<file path="config.mk">
export PLATFORM = sky130hd
export DESIGN_NAME = key_mode_and_freq_meter_flat
export DESIGN_NICKNAME = d
export VERILOG_FILES = /design/src/sv/kmf_pkg.sv /design/src/sv/kmf_channels.sv /design/src/sv/key_mode_and_freq_meter.sv /design/src/flat_wrapper.sv
export SDC_FILE = /design/constraint.sdc
export NUM_CORES = 1
export LEC_CHECK = 0
export BUFFER_PORTS_ARGS = -buffer_cell sky130_fd_sc_hd__buf_4
export CAP_MARGIN = 10
export CORE_ASPECT_RATIO = 0.75
export CORE_UTILIZATION = 45
export DETAILED_ROUTE_END_ITERATION = 10
export HOLD_SLACK_MARGIN = 0.15
export PLACE_DENSITY = 0.68
export SYNTH_ARGS = -nofsm -noshare
export SYNTH_HDL_FRONTEND = slang
export SYNTH_SLANG_ARGS = --single-unit
</file>
<file path="constraint.sdc">
create_clock -name clk -period 7.9 [get_ports clk]
set_input_delay 1.185 -clock clk [delete_from_list [all_inputs] [get_ports clk]]
set_output_delay 1.185 -clock clk [all_outputs]
set_load 0.01 [all_outputs]
</file>
<file path="src/sv/kmf_pkg.sv">
// Shared widths, codes, reset values and types for the key mode and frequency meter.
package kmf_pkg;

  localparam int FREQ_FRAC_BITS = 8;

  localparam int OP_W     = 3;
  localparam int TIME_W   = 32;
  localparam int CYC_W    = 32;
  localparam int MODE_W   = 2;
  localparam int FREQ_W   = 32;
  localparam int CLK_W    = 30;
  localparam int MS_W     = 16;
  localparam int EDGE_W   = 16;
  localparam int CFG_A_W  = 8;
  localparam int CFG_D_W  = 32;

  localparam int PROD_W   = CLK_W + EDGE_W;
  localparam int NUM_W    = PROD_W + FREQ_FRAC_BITS;
  localparam int CNT_W    = $clog2(FREQ_W);

  typedef logic [OP_W-1:0]    op_t;
  typedef logic [MODE_W-1:0]  mode_t;
  typedef logic [FREQ_W-1:0]  freq_t;
  typedef logic [TIME_W-1:0]  ms_t;
  typedef logic [CYC_W-1:0]   cyc_t;
  typedef logic [CFG_A_W-1:0] cfg_addr_t;
  typedef logic [CFG_D_W-1:0] cfg_data_t;

  // event codes
  localparam op_t OP_EDGE = 3'd0;
  localparam op_t OP_UP   = 3'd1;
  localparam op_t OP_DOWN = 3'd2;
  localparam op_t OP_AUTO = 3'd3;

  // modes
  localparam mode_t MODE_BASIC_LOW  = 2'd0;
  localparam mode_t MODE_BASIC_HIGH = 2'd2;
  localparam mode_t MODE_ADVANCED   = 2'd3;

  // register indexes
  localparam cfg_addr_t REG_CLOCK_HZ      = 8'd0;
  localparam cfg_addr_t REG_LOCKOUT_MS    = 8'd1;
  localparam cfg_addr_t REG_MEASURE_EDGES = 8'd2;
  localparam cfg_addr_t REG_RESTART_EDGES = 8'd3;

  // reset values
  localparam logic [CLK_W-1:0]  RST_CLOCK_HZ      = 30'd168000000;
  localparam logic [MS_W-1:0]   RST_LOCKOUT_MS    = 16'd200;
  localparam logic [EDGE_W-1:0] RST_MEASURE_EDGES = 16'd500;
  localparam logic [EDGE_W-1:0] RST_RESTART_EDGES = 16'd10;
  localparam freq_t             RST_FREQ          = freq_t'(5000) << FREQ_FRAC_BITS;

endpackage

</file>
<file path="src/sv/kmf_channels.sv">
// Valid/ready channel interfaces for events, results and register writes.
interface kmf_in_if;
  import kmf_pkg::*;
  logic valid;
  logic ready;
  op_t  op;
  ms_t  now_ms;
  cyc_t cycle_count;
  modport source (output valid, output op, output now_ms, output cycle_count, input ready);
  modport sink   (input valid, input op, input now_ms, input cycle_count, output ready);
endinterface

interface kmf_out_if;
  import kmf_pkg::*;
  logic  valid;
  logic  ready;
  mode_t mode;
  freq_t freq_q8;
  logic  freq_updated;
  logic  phase_sync;
  modport source (output valid, output mode, output freq_q8, output freq_updated,
                  output phase_sync, input ready);
  modport sink   (input valid, input mode, input freq_q8, input freq_updated,
                  input phase_sync, output ready);
endinterface

interface kmf_cfg_if;
  import kmf_pkg::*;
  logic      valid;
  logic      ready;
  cfg_addr_t addr;
  cfg_data_t data;
  modport source (output valid, output addr, output data, input ready);
  modport sink   (input valid, input addr, input data, output ready);
endinterface

</file>
<file path="src/sv/key_mode_and_freq_meter.sv">
// Key mode selector and reciprocal frequency meter, one event transfer at a time.
// Steps: key, ignored and non-capturing edge events go from the transfer straight to staging;
//   a dividing capture runs 16 multiply steps, a range check, 32 divide steps and staging.
//   A saturating capture skips the divide. The next event transfers once the result sits in the
//   output register, later while the sink stalls.
// Reset: rst_n synchronous active low; register defaults, mode/counters/capture cleared, 5000 Hz.
module key_mode_and_freq_meter (
  input  logic       clk,
  input  logic       rst_n,
  kmf_in_if.sink     in_ch,
  kmf_out_if.source  out_ch,
  kmf_cfg_if.sink    cfg_ch
);
  import kmf_pkg::*;

  // sequencer states
  localparam logic [2:0] ST_IDLE = 3'd0;
  localparam logic [2:0] ST_MUL  = 3'd1;
  localparam logic [2:0] ST_SAT  = 3'd2;
  localparam logic [2:0] ST_DIV  = 3'd3;
  localparam logic [2:0] ST_DONE = 3'd4;

  // configuration
  logic [CLK_W-1:0]  clock_hz_r;
  logic [MS_W-1:0]   lockout_ms_r;
  logic [EDGE_W-1:0] measure_edges_r;
  logic [EDGE_W-1:0] restart_edges_r;

  // architectural state
  mode_t             mode_r, mode_nxt;
  ms_t               last_key_r, last_key_nxt;
  logic [EDGE_W-1:0] meas_cnt_r, meas_cnt_nxt;
  logic [EDGE_W-1:0] rst_cnt_r, rst_cnt_nxt;
  cyc_t              last_cap_r, last_cap_nxt;
  freq_t             freq_r, freq_nxt;

  // sequencer and datapath
  logic [2:0]        state_r, state_nxt;
  logic [CNT_W-1:0]  cnt_r, cnt_nxt;
  cyc_t              period_r, period_nxt;
  logic [PROD_W-1:0] prod_r, prod_nxt;
  logic [EDGE_W-1:0] mplier_r, mplier_nxt;
  logic [FREQ_W-1:0] rem_r, rem_nxt;
  logic [FREQ_W-1:0] quo_r, quo_nxt;
  logic              upd_r, upd_nxt;
  logic              pulse_r, pulse_nxt;

  // output register
  logic              out_valid_r, out_valid_nxt;
  mode_t             out_mode_r;
  freq_t             out_freq_r;
  logic              out_upd_r;
  logic              out_pulse_r;

  logic              in_xfer;
  logic              out_free;
  logic              load_out;

  logic [EDGE_W-1:0] meas_inc;
  logic [EDGE_W-1:0] rst_inc;
  ms_t               since_key;
  logic              key_ok;
  logic [NUM_W-1:0]  num;
  logic [FREQ_W:0]   trial;

  assign cfg_ch.ready = 1'b1;
  assign in_ch.ready  = (state_r == ST_IDLE);
  assign in_xfer      = in_ch.valid && in_ch.ready;
  assign out_free     = !out_valid_r || out_ch.ready;
  assign load_out     = (state_r == ST_DONE) && out_free;

  assign out_ch.valid         = out_valid_r;
  assign out_ch.mode          = out_mode_r;
  assign out_ch.freq_q8       = out_freq_r;
  assign out_ch.freq_updated  = out_upd_r;
  assign out_ch.phase_sync    = out_pulse_r;

  // event side arithmetic, used only in the transfer cycle
  assign meas_inc  = meas_cnt_r + EDGE_W'(1);
  assign rst_inc   = rst_cnt_r + EDGE_W'(1);
  assign since_key = in_ch.now_ms - last_key_r;
  assign key_ok    = since_key > TIME_W'(lockout_ms_r);

  // numerator = clock_hz * measure_edges scaled by the fraction bits
  assign num   = NUM_W'(prod_r) << FREQ_FRAC_BITS;
  // one restoring divide step: shift in the next numerator bit, try to subtract the period
  assign trial = {rem_r, quo_r[FREQ_W-1]} - {1'b0, period_r};

  always_comb begin
    state_nxt     = state_r;
    cnt_nxt       = cnt_r;
    mode_nxt      = mode_r;
    last_key_nxt  = last_key_r;
    meas_cnt_nxt  = meas_cnt_r;
    rst_cnt_nxt   = rst_cnt_r;
    last_cap_nxt  = last_cap_r;
    freq_nxt      = freq_r;
    period_nxt    = period_r;
    prod_nxt      = prod_r;
    mplier_nxt    = mplier_r;
    rem_nxt       = rem_r;
    quo_nxt       = quo_r;
    upd_nxt       = upd_r;
    pulse_nxt     = pulse_r;
    out_valid_nxt = out_valid_r;

    if (out_valid_r && out_ch.ready) begin
      out_valid_nxt = 1'b0;
    end

    unique case (state_r)
      ST_IDLE: begin
        if (in_xfer) begin
          upd_nxt   = 1'b0;
          pulse_nxt = 1'b0;
          state_nxt = ST_DONE;
          if (in_ch.op == OP_EDGE) begin
            meas_cnt_nxt = meas_inc;
            if (meas_inc >= measure_edges_r) begin
              meas_cnt_nxt = '0;
              if (last_cap_r != '0) begin
                // start the frequency computation
                upd_nxt    = 1'b1;
                period_nxt = in_ch.cycle_count - last_cap_r;
                prod_nxt   = '0;
                mplier_nxt = measure_edges_r;
                cnt_nxt    = '0;
                state_nxt  = ST_MUL;
              end
              last_cap_nxt = in_ch.cycle_count;
            end
            rst_cnt_nxt = rst_inc;
            if (rst_inc >= restart_edges_r) begin
              rst_cnt_nxt = '0;
              pulse_nxt   = 1'b1;
            end
          end else if ((in_ch.op == OP_UP || in_ch.op == OP_DOWN || in_ch.op == OP_AUTO)
                       && key_ok) begin
            last_key_nxt = in_ch.now_ms;
            priority if (in_ch.op == OP_UP) begin
              mode_nxt = (mode_r < MODE_BASIC_HIGH) ? mode_r + mode_t'(1) : MODE_BASIC_LOW;
            end else if (in_ch.op == OP_DOWN) begin
              mode_nxt = (mode_r > MODE_BASIC_LOW) ? mode_r - mode_t'(1) : MODE_BASIC_HIGH;
            end else begin
              mode_nxt = MODE_ADVANCED;
            end
          end
        end
      end

      ST_MUL: begin
        // MSB-first shift-and-add over the bits of measure_edges
        prod_nxt   = (prod_r << 1) +
                     (mplier_r[EDGE_W-1] ? PROD_W'(clock_hz_r) : PROD_W'(0));
        mplier_nxt = mplier_r << 1;
        cnt_nxt    = cnt_r + CNT_W'(1);
        if (cnt_r == CNT_W'(EDGE_W-1)) begin
          state_nxt = ST_SAT;
        end
      end

      ST_SAT: begin
        // quotient fits in 32 bits only if the numerator's upper part is below the period;
        // a zero period lands here too
        if (FREQ_W'(num[NUM_W-1:FREQ_W]) >= period_r) begin
          freq_nxt  = '1;
          state_nxt = ST_DONE;
        end else begin
          rem_nxt   = FREQ_W'(num[NUM_W-1:FREQ_W]);
          quo_nxt   = num[FREQ_W-1:0];
          cnt_nxt   = '0;
          state_nxt = ST_DIV;
        end
      end

      ST_DIV: begin
        if (!trial[FREQ_W]) begin
          rem_nxt = trial[FREQ_W-1:0];
          quo_nxt = {quo_r[FREQ_W-2:0], 1'b1};
        end else begin
          rem_nxt = {rem_r[FREQ_W-2:0], quo_r[FREQ_W-1]};
          quo_nxt = {quo_r[FREQ_W-2:0], 1'b0};
        end
        cnt_nxt = cnt_r + CNT_W'(1);
        if (cnt_r == CNT_W'(FREQ_W-1)) begin
          freq_nxt  = quo_nxt;
          state_nxt = ST_DONE;
        end
      end

      ST_DONE: begin
        if (out_free) begin
          out_valid_nxt = 1'b1;
          state_nxt     = ST_IDLE;
        end
      end

      default: begin
        state_nxt = ST_IDLE;
      end
    endcase
  end

  // control and architectural state
  always_ff @(posedge clk) begin
    if (!rst_n) begin
      state_r         <= ST_IDLE;
      out_valid_r     <= 1'b0;
      clock_hz_r      <= RST_CLOCK_HZ;
      lockout_ms_r    <= RST_LOCKOUT_MS;
      measure_edges_r <= RST_MEASURE_EDGES;
      restart_edges_r <= RST_RESTART_EDGES;
      mode_r          <= MODE_BASIC_LOW;
      last_key_r      <= '0;
      meas_cnt_r      <= '0;
      rst_cnt_r       <= '0;
      last_cap_r      <= '0;
      freq_r          <= RST_FREQ;
    end else begin
      state_r     <= state_nxt;
      out_valid_r <= out_valid_nxt;
      mode_r      <= mode_nxt;
      last_key_r  <= last_key_nxt;
      meas_cnt_r  <= meas_cnt_nxt;
      rst_cnt_r   <= rst_cnt_nxt;
      last_cap_r  <= last_cap_nxt;
      freq_r      <= freq_nxt;
      if (cfg_ch.valid && cfg_ch.ready) begin
        unique case (cfg_ch.addr)
          REG_CLOCK_HZ:      clock_hz_r      <= cfg_ch.data[CLK_W-1:0];
          REG_LOCKOUT_MS:    lockout_ms_r    <= cfg_ch.data[MS_W-1:0];
          REG_MEASURE_EDGES: measure_edges_r <= cfg_ch.data[EDGE_W-1:0];
          REG_RESTART_EDGES: restart_edges_r <= cfg_ch.data[EDGE_W-1:0];
          default: ;
        endcase
      end
    end
  end

  // datapath and payload, no reset
  always_ff @(posedge clk) begin
    cnt_r    <= cnt_nxt;
    period_r <= period_nxt;
    prod_r   <= prod_nxt;
    mplier_r <= mplier_nxt;
    rem_r    <= rem_nxt;
    quo_r    <= quo_nxt;
    upd_r    <= upd_nxt;
    pulse_r  <= pulse_nxt;
    if (load_out) begin
      out_mode_r  <= mode_r;
      out_freq_r  <= freq_r;
      out_upd_r   <= upd_r;
      out_pulse_r <= pulse_r;
    end
  end

endmodule

</file>
<file path="src/flat_wrapper.sv">
// flat-port wrapper written by rule: the top's interface ports become plain ports
module key_mode_and_freq_meter_flat import kmf_pkg::*;
  (clk, rst_n, in_ch_valid, in_ch_op, in_ch_now_ms, in_ch_cycle_count, in_ch_ready, out_ch_valid, out_ch_mode, out_ch_freq_q8, out_ch_freq_updated, out_ch_phase_sync, out_ch_ready, cfg_ch_valid, cfg_ch_addr, cfg_ch_data, cfg_ch_ready);
  kmf_in_if in_ch_i ();
  kmf_out_if out_ch_i ();
  kmf_cfg_if cfg_ch_i ();
  input  logic clk;
  input  logic rst_n;
  input wire logic [$bits(in_ch_i.valid)-1:0] in_ch_valid;
  input wire logic [$bits(in_ch_i.op)-1:0] in_ch_op;
  input wire logic [$bits(in_ch_i.now_ms)-1:0] in_ch_now_ms;
  input wire logic [$bits(in_ch_i.cycle_count)-1:0] in_ch_cycle_count;
  output wire logic [$bits(in_ch_i.ready)-1:0] in_ch_ready;
  output wire logic [$bits(out_ch_i.valid)-1:0] out_ch_valid;
  output wire logic [$bits(out_ch_i.mode)-1:0] out_ch_mode;
  output wire logic [$bits(out_ch_i.freq_q8)-1:0] out_ch_freq_q8;
  output wire logic [$bits(out_ch_i.freq_updated)-1:0] out_ch_freq_updated;
  output wire logic [$bits(out_ch_i.phase_sync)-1:0] out_ch_phase_sync;
  input wire logic [$bits(out_ch_i.ready)-1:0] out_ch_ready;
  input wire logic [$bits(cfg_ch_i.valid)-1:0] cfg_ch_valid;
  input wire logic [$bits(cfg_ch_i.addr)-1:0] cfg_ch_addr;
  input wire logic [$bits(cfg_ch_i.data)-1:0] cfg_ch_data;
  output wire logic [$bits(cfg_ch_i.ready)-1:0] cfg_ch_ready;
  assign in_ch_i.valid = in_ch_valid;
  assign in_ch_i.op = in_ch_op;
  assign in_ch_i.now_ms = in_ch_now_ms;
  assign in_ch_i.cycle_count = in_ch_cycle_count;
  assign in_ch_ready = in_ch_i.ready;
  assign out_ch_valid = out_ch_i.valid;
  assign out_ch_mode = out_ch_i.mode;
  assign out_ch_freq_q8 = out_ch_i.freq_q8;
  assign out_ch_freq_updated = out_ch_i.freq_updated;
  assign out_ch_phase_sync = out_ch_i.phase_sync;
  assign out_ch_i.ready = out_ch_ready;
  assign cfg_ch_i.valid = cfg_ch_valid;
  assign cfg_ch_i.addr = cfg_ch_addr;
  assign cfg_ch_i.data = cfg_ch_data;
  assign cfg_ch_ready = cfg_ch_i.ready;
  key_mode_and_freq_meter u_core (.clk(clk), .rst_n(rst_n), .in_ch(in_ch_i), .out_ch(out_ch_i), .cfg_ch(cfg_ch_i));
endmodule
</file>
Word-level counts from Yosys, hierarchy flattened
Index checks and enable logic that the tools add are counted.

cells by class
  add/subtract/negate cells = 9
  order comparisons = 6
  eq/ne operators = 21
  multiplexer cells = 46
  bitwise gates (word level) = 1
  reductions and logical operators = 31

operators by type and width
  operator                                                                number
  32-bit one-hot mux with 2 select lines                                  3
  46-bit two-way mux                                                      4
  32-bit two-way mux                                                      5
  16-bit two-way mux                                                      6
  46-bit one-hot mux with 2 select lines                                  1
  32-bit subtractor                                                       2
  46-bit adder                                                            1
  33-bit by 32-bit subtractor with 33-bit output                          1
  16-bit by 1-bit adder with 16-bit output (second input constant)        2
  16-bit >= comparator                                                    2
  22-bit by 32-bit >= comparator with 1-bit output                        1
  32-bit by 16-bit > comparator with 1-bit output                         1
  16-bit one-hot mux with 2 select lines                                  1
  32-bit nonzero test                                                     1
  30-bit two-way mux                                                      1
  5-bit two-way mux                                                       5
  3-bit two-way mux                                                       8
  8-bit by 2-bit equality test with 1-bit output (second input constant)  2
  3-bit one-hot mux with 5 select lines                                   1
  5-bit one-hot mux with 3 select lines                                   1
  2-bit AND reduction                                                     7
  3-bit by 2-bit equality test with 1-bit output (second input constant)  4
  4-bit AND reduction                                                     3
  2-bit inequality test (second input constant)                           5
  25 further kinds                                                        46

word-level totals
  bits in registers = 413
  input port bits = 112
  output and inout bits = 39
  logic and storage cells = 138

Depth between registers and ports, before layout
  depth after elaboration = 6
  mapped depth = 24
  depth with buffers taken out = 23

Worst setup path before layout
OpenSTA, ideal clock, no wires.

  path kind = register to register
  from = register u_core.meas_cnt_r[0]
  to = register u_core.mplier_r[0], enable pin
  library setup time = 0.568 ns
  data arrival time = 7.187 ns
  required time = 7.332 ns
  setup slack = 0.145 ns
  stages on the path, launching flop included = 15
  path buffers = 2
  period minus slack after synthesis = 7.755 ns
  path through = dfxtp_1 and3_1 and3_1 and3_1 nor2b_1 nand3_1 xnor2_1 ha_1 o21ai_0 a21oi_1 a221o_1 clkbuf_1 nand2_1 clkbuf_1 o21ai_0

between the ends
  cells in the longest elaborated chain, start to end = 4

ends and longest elaborated chain
  item                                      line                            text
  from (decl)                               key_mode_and_freq_meter.sv:32   logic [EDGE_W-1:0] meas_cnt_r, meas_cnt_nxt;
  from (signal assigned)                    key_mode_and_freq_meter.sv:224  meas_cnt_r <= meas_cnt_nxt;
  16-bit by 1-bit adder with 16-bit output  key_mode_and_freq_meter.sv:79   assign meas_inc = meas_cnt_r + EDGE_W'(1);
  16-bit >= comparator                      key_mode_and_freq_meter.sv:119  if (meas_inc >= measure_edges_r) begin
  2-bit inequality test (no source line)    --
  5-bit AND reduction (no source line)      --
  to (signal assigned)                      key_mode_and_freq_meter.sv:245  mplier_r <= mplier_nxt;
  to (decl)                                 key_mode_and_freq_meter.sv:42   logic [EDGE_W-1:0] mplier_r, mplier_nxt;

No other way between the ends.
A chain may end at the register's enable or synchronous reset.

Worst setup path after layout
  from = input in_ch_now_ms[0]
  to = register u_core.last_key_r[0]

between the ends
  cells in the longest elaborated chain, start to end = 4

ends and longest elaborated chain
  item                                             line                            text
  from (decl)                                      flat_wrapper.sv:11              input wire logic [$bits(in_ch_i.now_ms)-1:0] in_ch_now_ms;
  32-bit subtractor                                key_mode_and_freq_meter.sv:81   assign since_key = in_ch.now_ms - last_key_r;
  32-bit by 16-bit > comparator with 1-bit output  key_mode_and_freq_meter.sv:82   assign key_ok = since_key > TIME_W'(lockout_ms_r);
  1-bit logical AND                                key_mode_and_freq_meter.sv:138  && key_ok) begin
  4-bit AND reduction (no source line)             --
  to (signal assigned)                             key_mode_and_freq_meter.sv:223  last_key_r <= last_key_nxt;
  to (decl)                                        key_mode_and_freq_meter.sv:31   ms_t last_key_r, last_key_nxt;

Several ways; a longest one is shown, not always the timed one.

==> results_dict.tcl <==
set metrics [dict create \
    status "complete, no violations" \
    postCtsHoldBufs 0 \
    worstSkewPairLatency_ns 0.59 \
    grt_max_degree 176 \
    peakVddDrop_v 0.000150 \
    synth_area_leaders "edfxtp_1, dfxtp_1, ha_1" \
    place_area_mm2 0.0278 \
    root_buffer "clkbuf_16" \
    post_cts_buffers 0 \
    drt-wirelength-per-cell_um 17.9 \
    drv_cap 0 \
    finalSetupTns_ns 0 \
    cts_resized 0 \
    yosys.area.top_type_share 0.232 \
    critPathTopFamily "compound AO/OA/AOI/OAI gates" \
    worstSetupEndpointType "flip-flop" \
    place_congestion 0.937 \
    num_antenna_cells 0 \
    slowest_delay_ns 0.45 \
    overflow 0 \
    p_sw_frac 0.261 \
    antenna_left 0 \
    power.internal_uw 3720 \
    utilization 0.518 \
    finalHoldViolCount 0 \
    syn_nets 3226 \
    worstPathMaxFanout 32 \
    syn_area_per_cell_um2 8.95 \
    grt_pass1_vias 20142 \
    critPathLaunchType "primary input" \
    htree_num_levels 2 \
    vias 21522 \
    first_pass_iters 5 \
    numClockSinks 413 \
    setup_violations 0 \
    hold_ws_ns 0.424 \
    worst_pin_slew_ns 1.19 \
    power.share.combinational 0.120 \
    cts_tree "built" \
    crit_path_cell_trace "buf_4 > inv_1 > ha_1 > fa_1 > nor2b_1 > o31a_1 > o21ai_0 > nand2b_1 > a21o_1 > a21o_1 > a21oi_1 > o21bai_1 > xor2_1 > ha_1 > nand3_1 > nor3_1 > nand2_1 > o311ai_0 > o211ai_1 > nand4b_1 > nor4_4 > and4_4 > nand3_4 > o311ai_0" \
    yosys_warnings 0 \
    yosys_register_bits 413 \
    die_h_um 210 \
    hpwl_um 49400 \
    powerDensity_mw_per_mm2 172 \
    min_path_type "reg2reg" \
    net-switching-power_uw 1310 \
    initial_core_util 0.460 \
    stdcell_area_mm2 0.0293 \
    pin_count 151 \
    synthArstFlopShare 0 \
    drt-initial-drc-count 1951 \
    syn_inst 2909 \
    ys.flop_type "dfxtp_1" \
    layout-drive-gt1-share 0.101 \
    design.die.area_mm2 0.0588 \
    grt.total_usage 0.227 \
    netlist_area_mm2 0.0260 \
    io_buffers 147 \
    numCtsBuffers 45 \
    final_cells 3790 \
    timing.final.max_slew_violations 0 \
    p_seq_frac 0.452 \
    max_freq_mhz 184 \
    grt_pass1_wl_um 108000 \
    crit_buf_inv 2 \
    period_minus_slack_ns 5.43 \
    synth_edf_count 201 \
    timing.slew.headroom 0.208 \
    drc 0 \
    p_leak_uw 0.0124 \
    cts_buffer_depth 3 \
    drt_wl_total_um 67900 \
    rows 75 \
    worstPathRequired_ns 8.37 \
    fin_worst_skew_ns 0.0282 \
    clock_power_share 0.428 \
    cp_slowest_cell "o311ai_0" \
    yosysTopAreaCell "edfxtp_1" \
    ys_types 93 \
    cts.clk_slew.worst_paths_ns 0.06 \
    fin_nets 3300 \
    place_inst 3705 \
    core_mm2 0.0566 \
    arrival_ns 5.90 \
    via_per_inst 5.68 \
    synth-seq-area-share 0.395 \
    fin_crit_sh 0.687 \
    die_w_um 280 \
    crit_type "in2reg" \
    synthToLayoutAreaGrowth_pct 12.5 \
    rsz0062_at_grt "no" \
    antenna_found_initial 0 \
]
==> Yosys cell counts, drive strengths merged (36+ instances only) <==
| cell | count |
|---|---|
| nand2 | 455 |
| dfxtp | 212 |
| edfxtp | 201 |
| ha | 201 |
| nor2 | 189 |
| inv | 180 |
| o21ai | 136 |
| clkbuf | 116 |
| a21oi | 111 |
| a21boi | 80 |
| and3 | 80 |
| xnor2 | 73 |
| nand3 | 69 |
| a21o | 64 |
| xor2 | 64 |
| mux2i | 57 |
| nor2b | 54 |
| and2 | 53 |
| o31ai | 43 |
| o311ai | 36 |
==> sequential cells by signal, summed over array words and instances (netlist names), 2 cells and up <==
signal                  count
u_core.prod_r              46
u_core.freq_r              32
u_core.last_cap_r          32
u_core.last_key_r          32
u_core.out_ch.freq_q8      32
u_core.period_r            32
u_core.quo_r               32
u_core.rem_r               32
u_core.clock_hz_r          30
u_core.lockout_ms_r        16
u_core.meas_cnt_r          16
u_core.measure_edges_r     16
u_core.mplier_r            16
u_core.restart_edges_r     16
u_core.rst_cnt_r           16
u_core.cnt_r                5
u_core.state_r              3
u_core.mode_r               2
u_core.out_ch.mode          2
==> final cells by class <==
cell class,instances,area [um2]
Clock inverter,26,210
Sequential cell,413,10300
Timing Repair Buffer,167,1280
Clock buffer,58,1290
Tap cell,770,963
Fill cell,5098,27300
Multi-Input combinational cell,2176,14600
Inverter,180,676
==> cells by family after synthesis <==
| logic type | after synthesis | share of synthesized area |
|---|---|---|
| XOR/XNOR | 137 | 0.0461 |
| other | 1 | 0.000144 |
| AO/OA/AOI/OAI | 695 | 0.190 |
| multiplexers | 60 | 0.0234 |
| adder cells (fa/ha/maj) | 205 | 0.0996 |
| buffers and inverters | 320 | 0.0480 |
| AND/OR/NAND/NOR | 1078 | 0.198 |
| flip-flops | 413 | 0.395 |
==> worst reg2reg max path, stage by stage (launching register included) <==
cell and delay [ns]:
dfxtp_1 0.33, inv_1 0.05, ha_1 0.32, nor2b_1 0.16, o31a_1 0.30, o21ai_0 0.22, nand2b_1 0.14, a21o_1 0.19
a21o_1 0.20, a21oi_1 0.14, o21bai_1 0.08, xor2_1 0.15, ha_1 0.30, nand3_1 0.10, nor3_1 0.31, nand2_1 0.08
o311ai_0 0.11, o211ai_1 0.19, nand4b_1 0.26, nor4_4 0.20, and4_4 0.30, nand3_4 0.36, o311ai_0 0.48
==> per-layer routing <==
metal	track usage	up-vias	wire, um
met2	0.327	632	27800
met1	0.351	10271	34200
met5	0	-	0
met4	0.0562	0	1300
li1	-	10535	-
met3	0.0344	84	4620
==> placed cells by master (no fill, tap or decap), types with 26 or more instances in the layout <==
master       n
a21o_1      64
dfxtp_1    212
o311ai_1    30
buf_4      165
nor3_1      31
clkbuf_16   48
o31ai_1     41
nor2b_1     53
o211a_1     32
nand2b_1    28
inv_1      180
nor2_1     186
a21boi_0    80
nand2_1    454
nand3_1     68
xor2_1      63
and2_1      52
xnor2_1     72
and3_1      78
mux2i_1     57
a2bb2oi_1   34
ha_1       201
o21ai_0    131
a21oi_1    108
o21a_1      26
edfxtp_1   201
==> final timing paths <==
path | start | endpoint | slack [ns] | depth (start not counted)
setup / recovery | in_ch_now_ms[0] | u_core.last_key_r[0] | 2.47 | 24
hold / removal | u_core.upd_r | u_core.out_ch.freq_updated | 0.42 | 0
setup reg to reg | u_core.last_key_r[2] | u_core.last_key_r[0] | 2.83 | 22
hold reg to reg | u_core.upd_r | u_core.out_ch.freq_updated | 0.42 | 0
==> power by group through the flow <==
stage / registers [uW] / clock network, uW / logic (uW)
floorplan: 2320 / 0 / 396
global placement: 2320 / 0 / 579
detailed placement: 2320 / 0 / 595
CTS: 2270 / 2190 / 599
global route: 2270 / 2270 / 661
finish: 2270 / 2150 / 605
==> metrics by stage <==
stage | power [uW] | setup slack, ns
4_1_cts | 5060 | 2.52
6_report | 5030 | 2.47
2_1_floorplan | 2710 | 0.145
3_5_place_dp | 2910 | 1.92
3_3_place_gp | 2900 | 1.97
5_1_grt | 5200 | 2.02
Power figures use the tool's default switching activity.
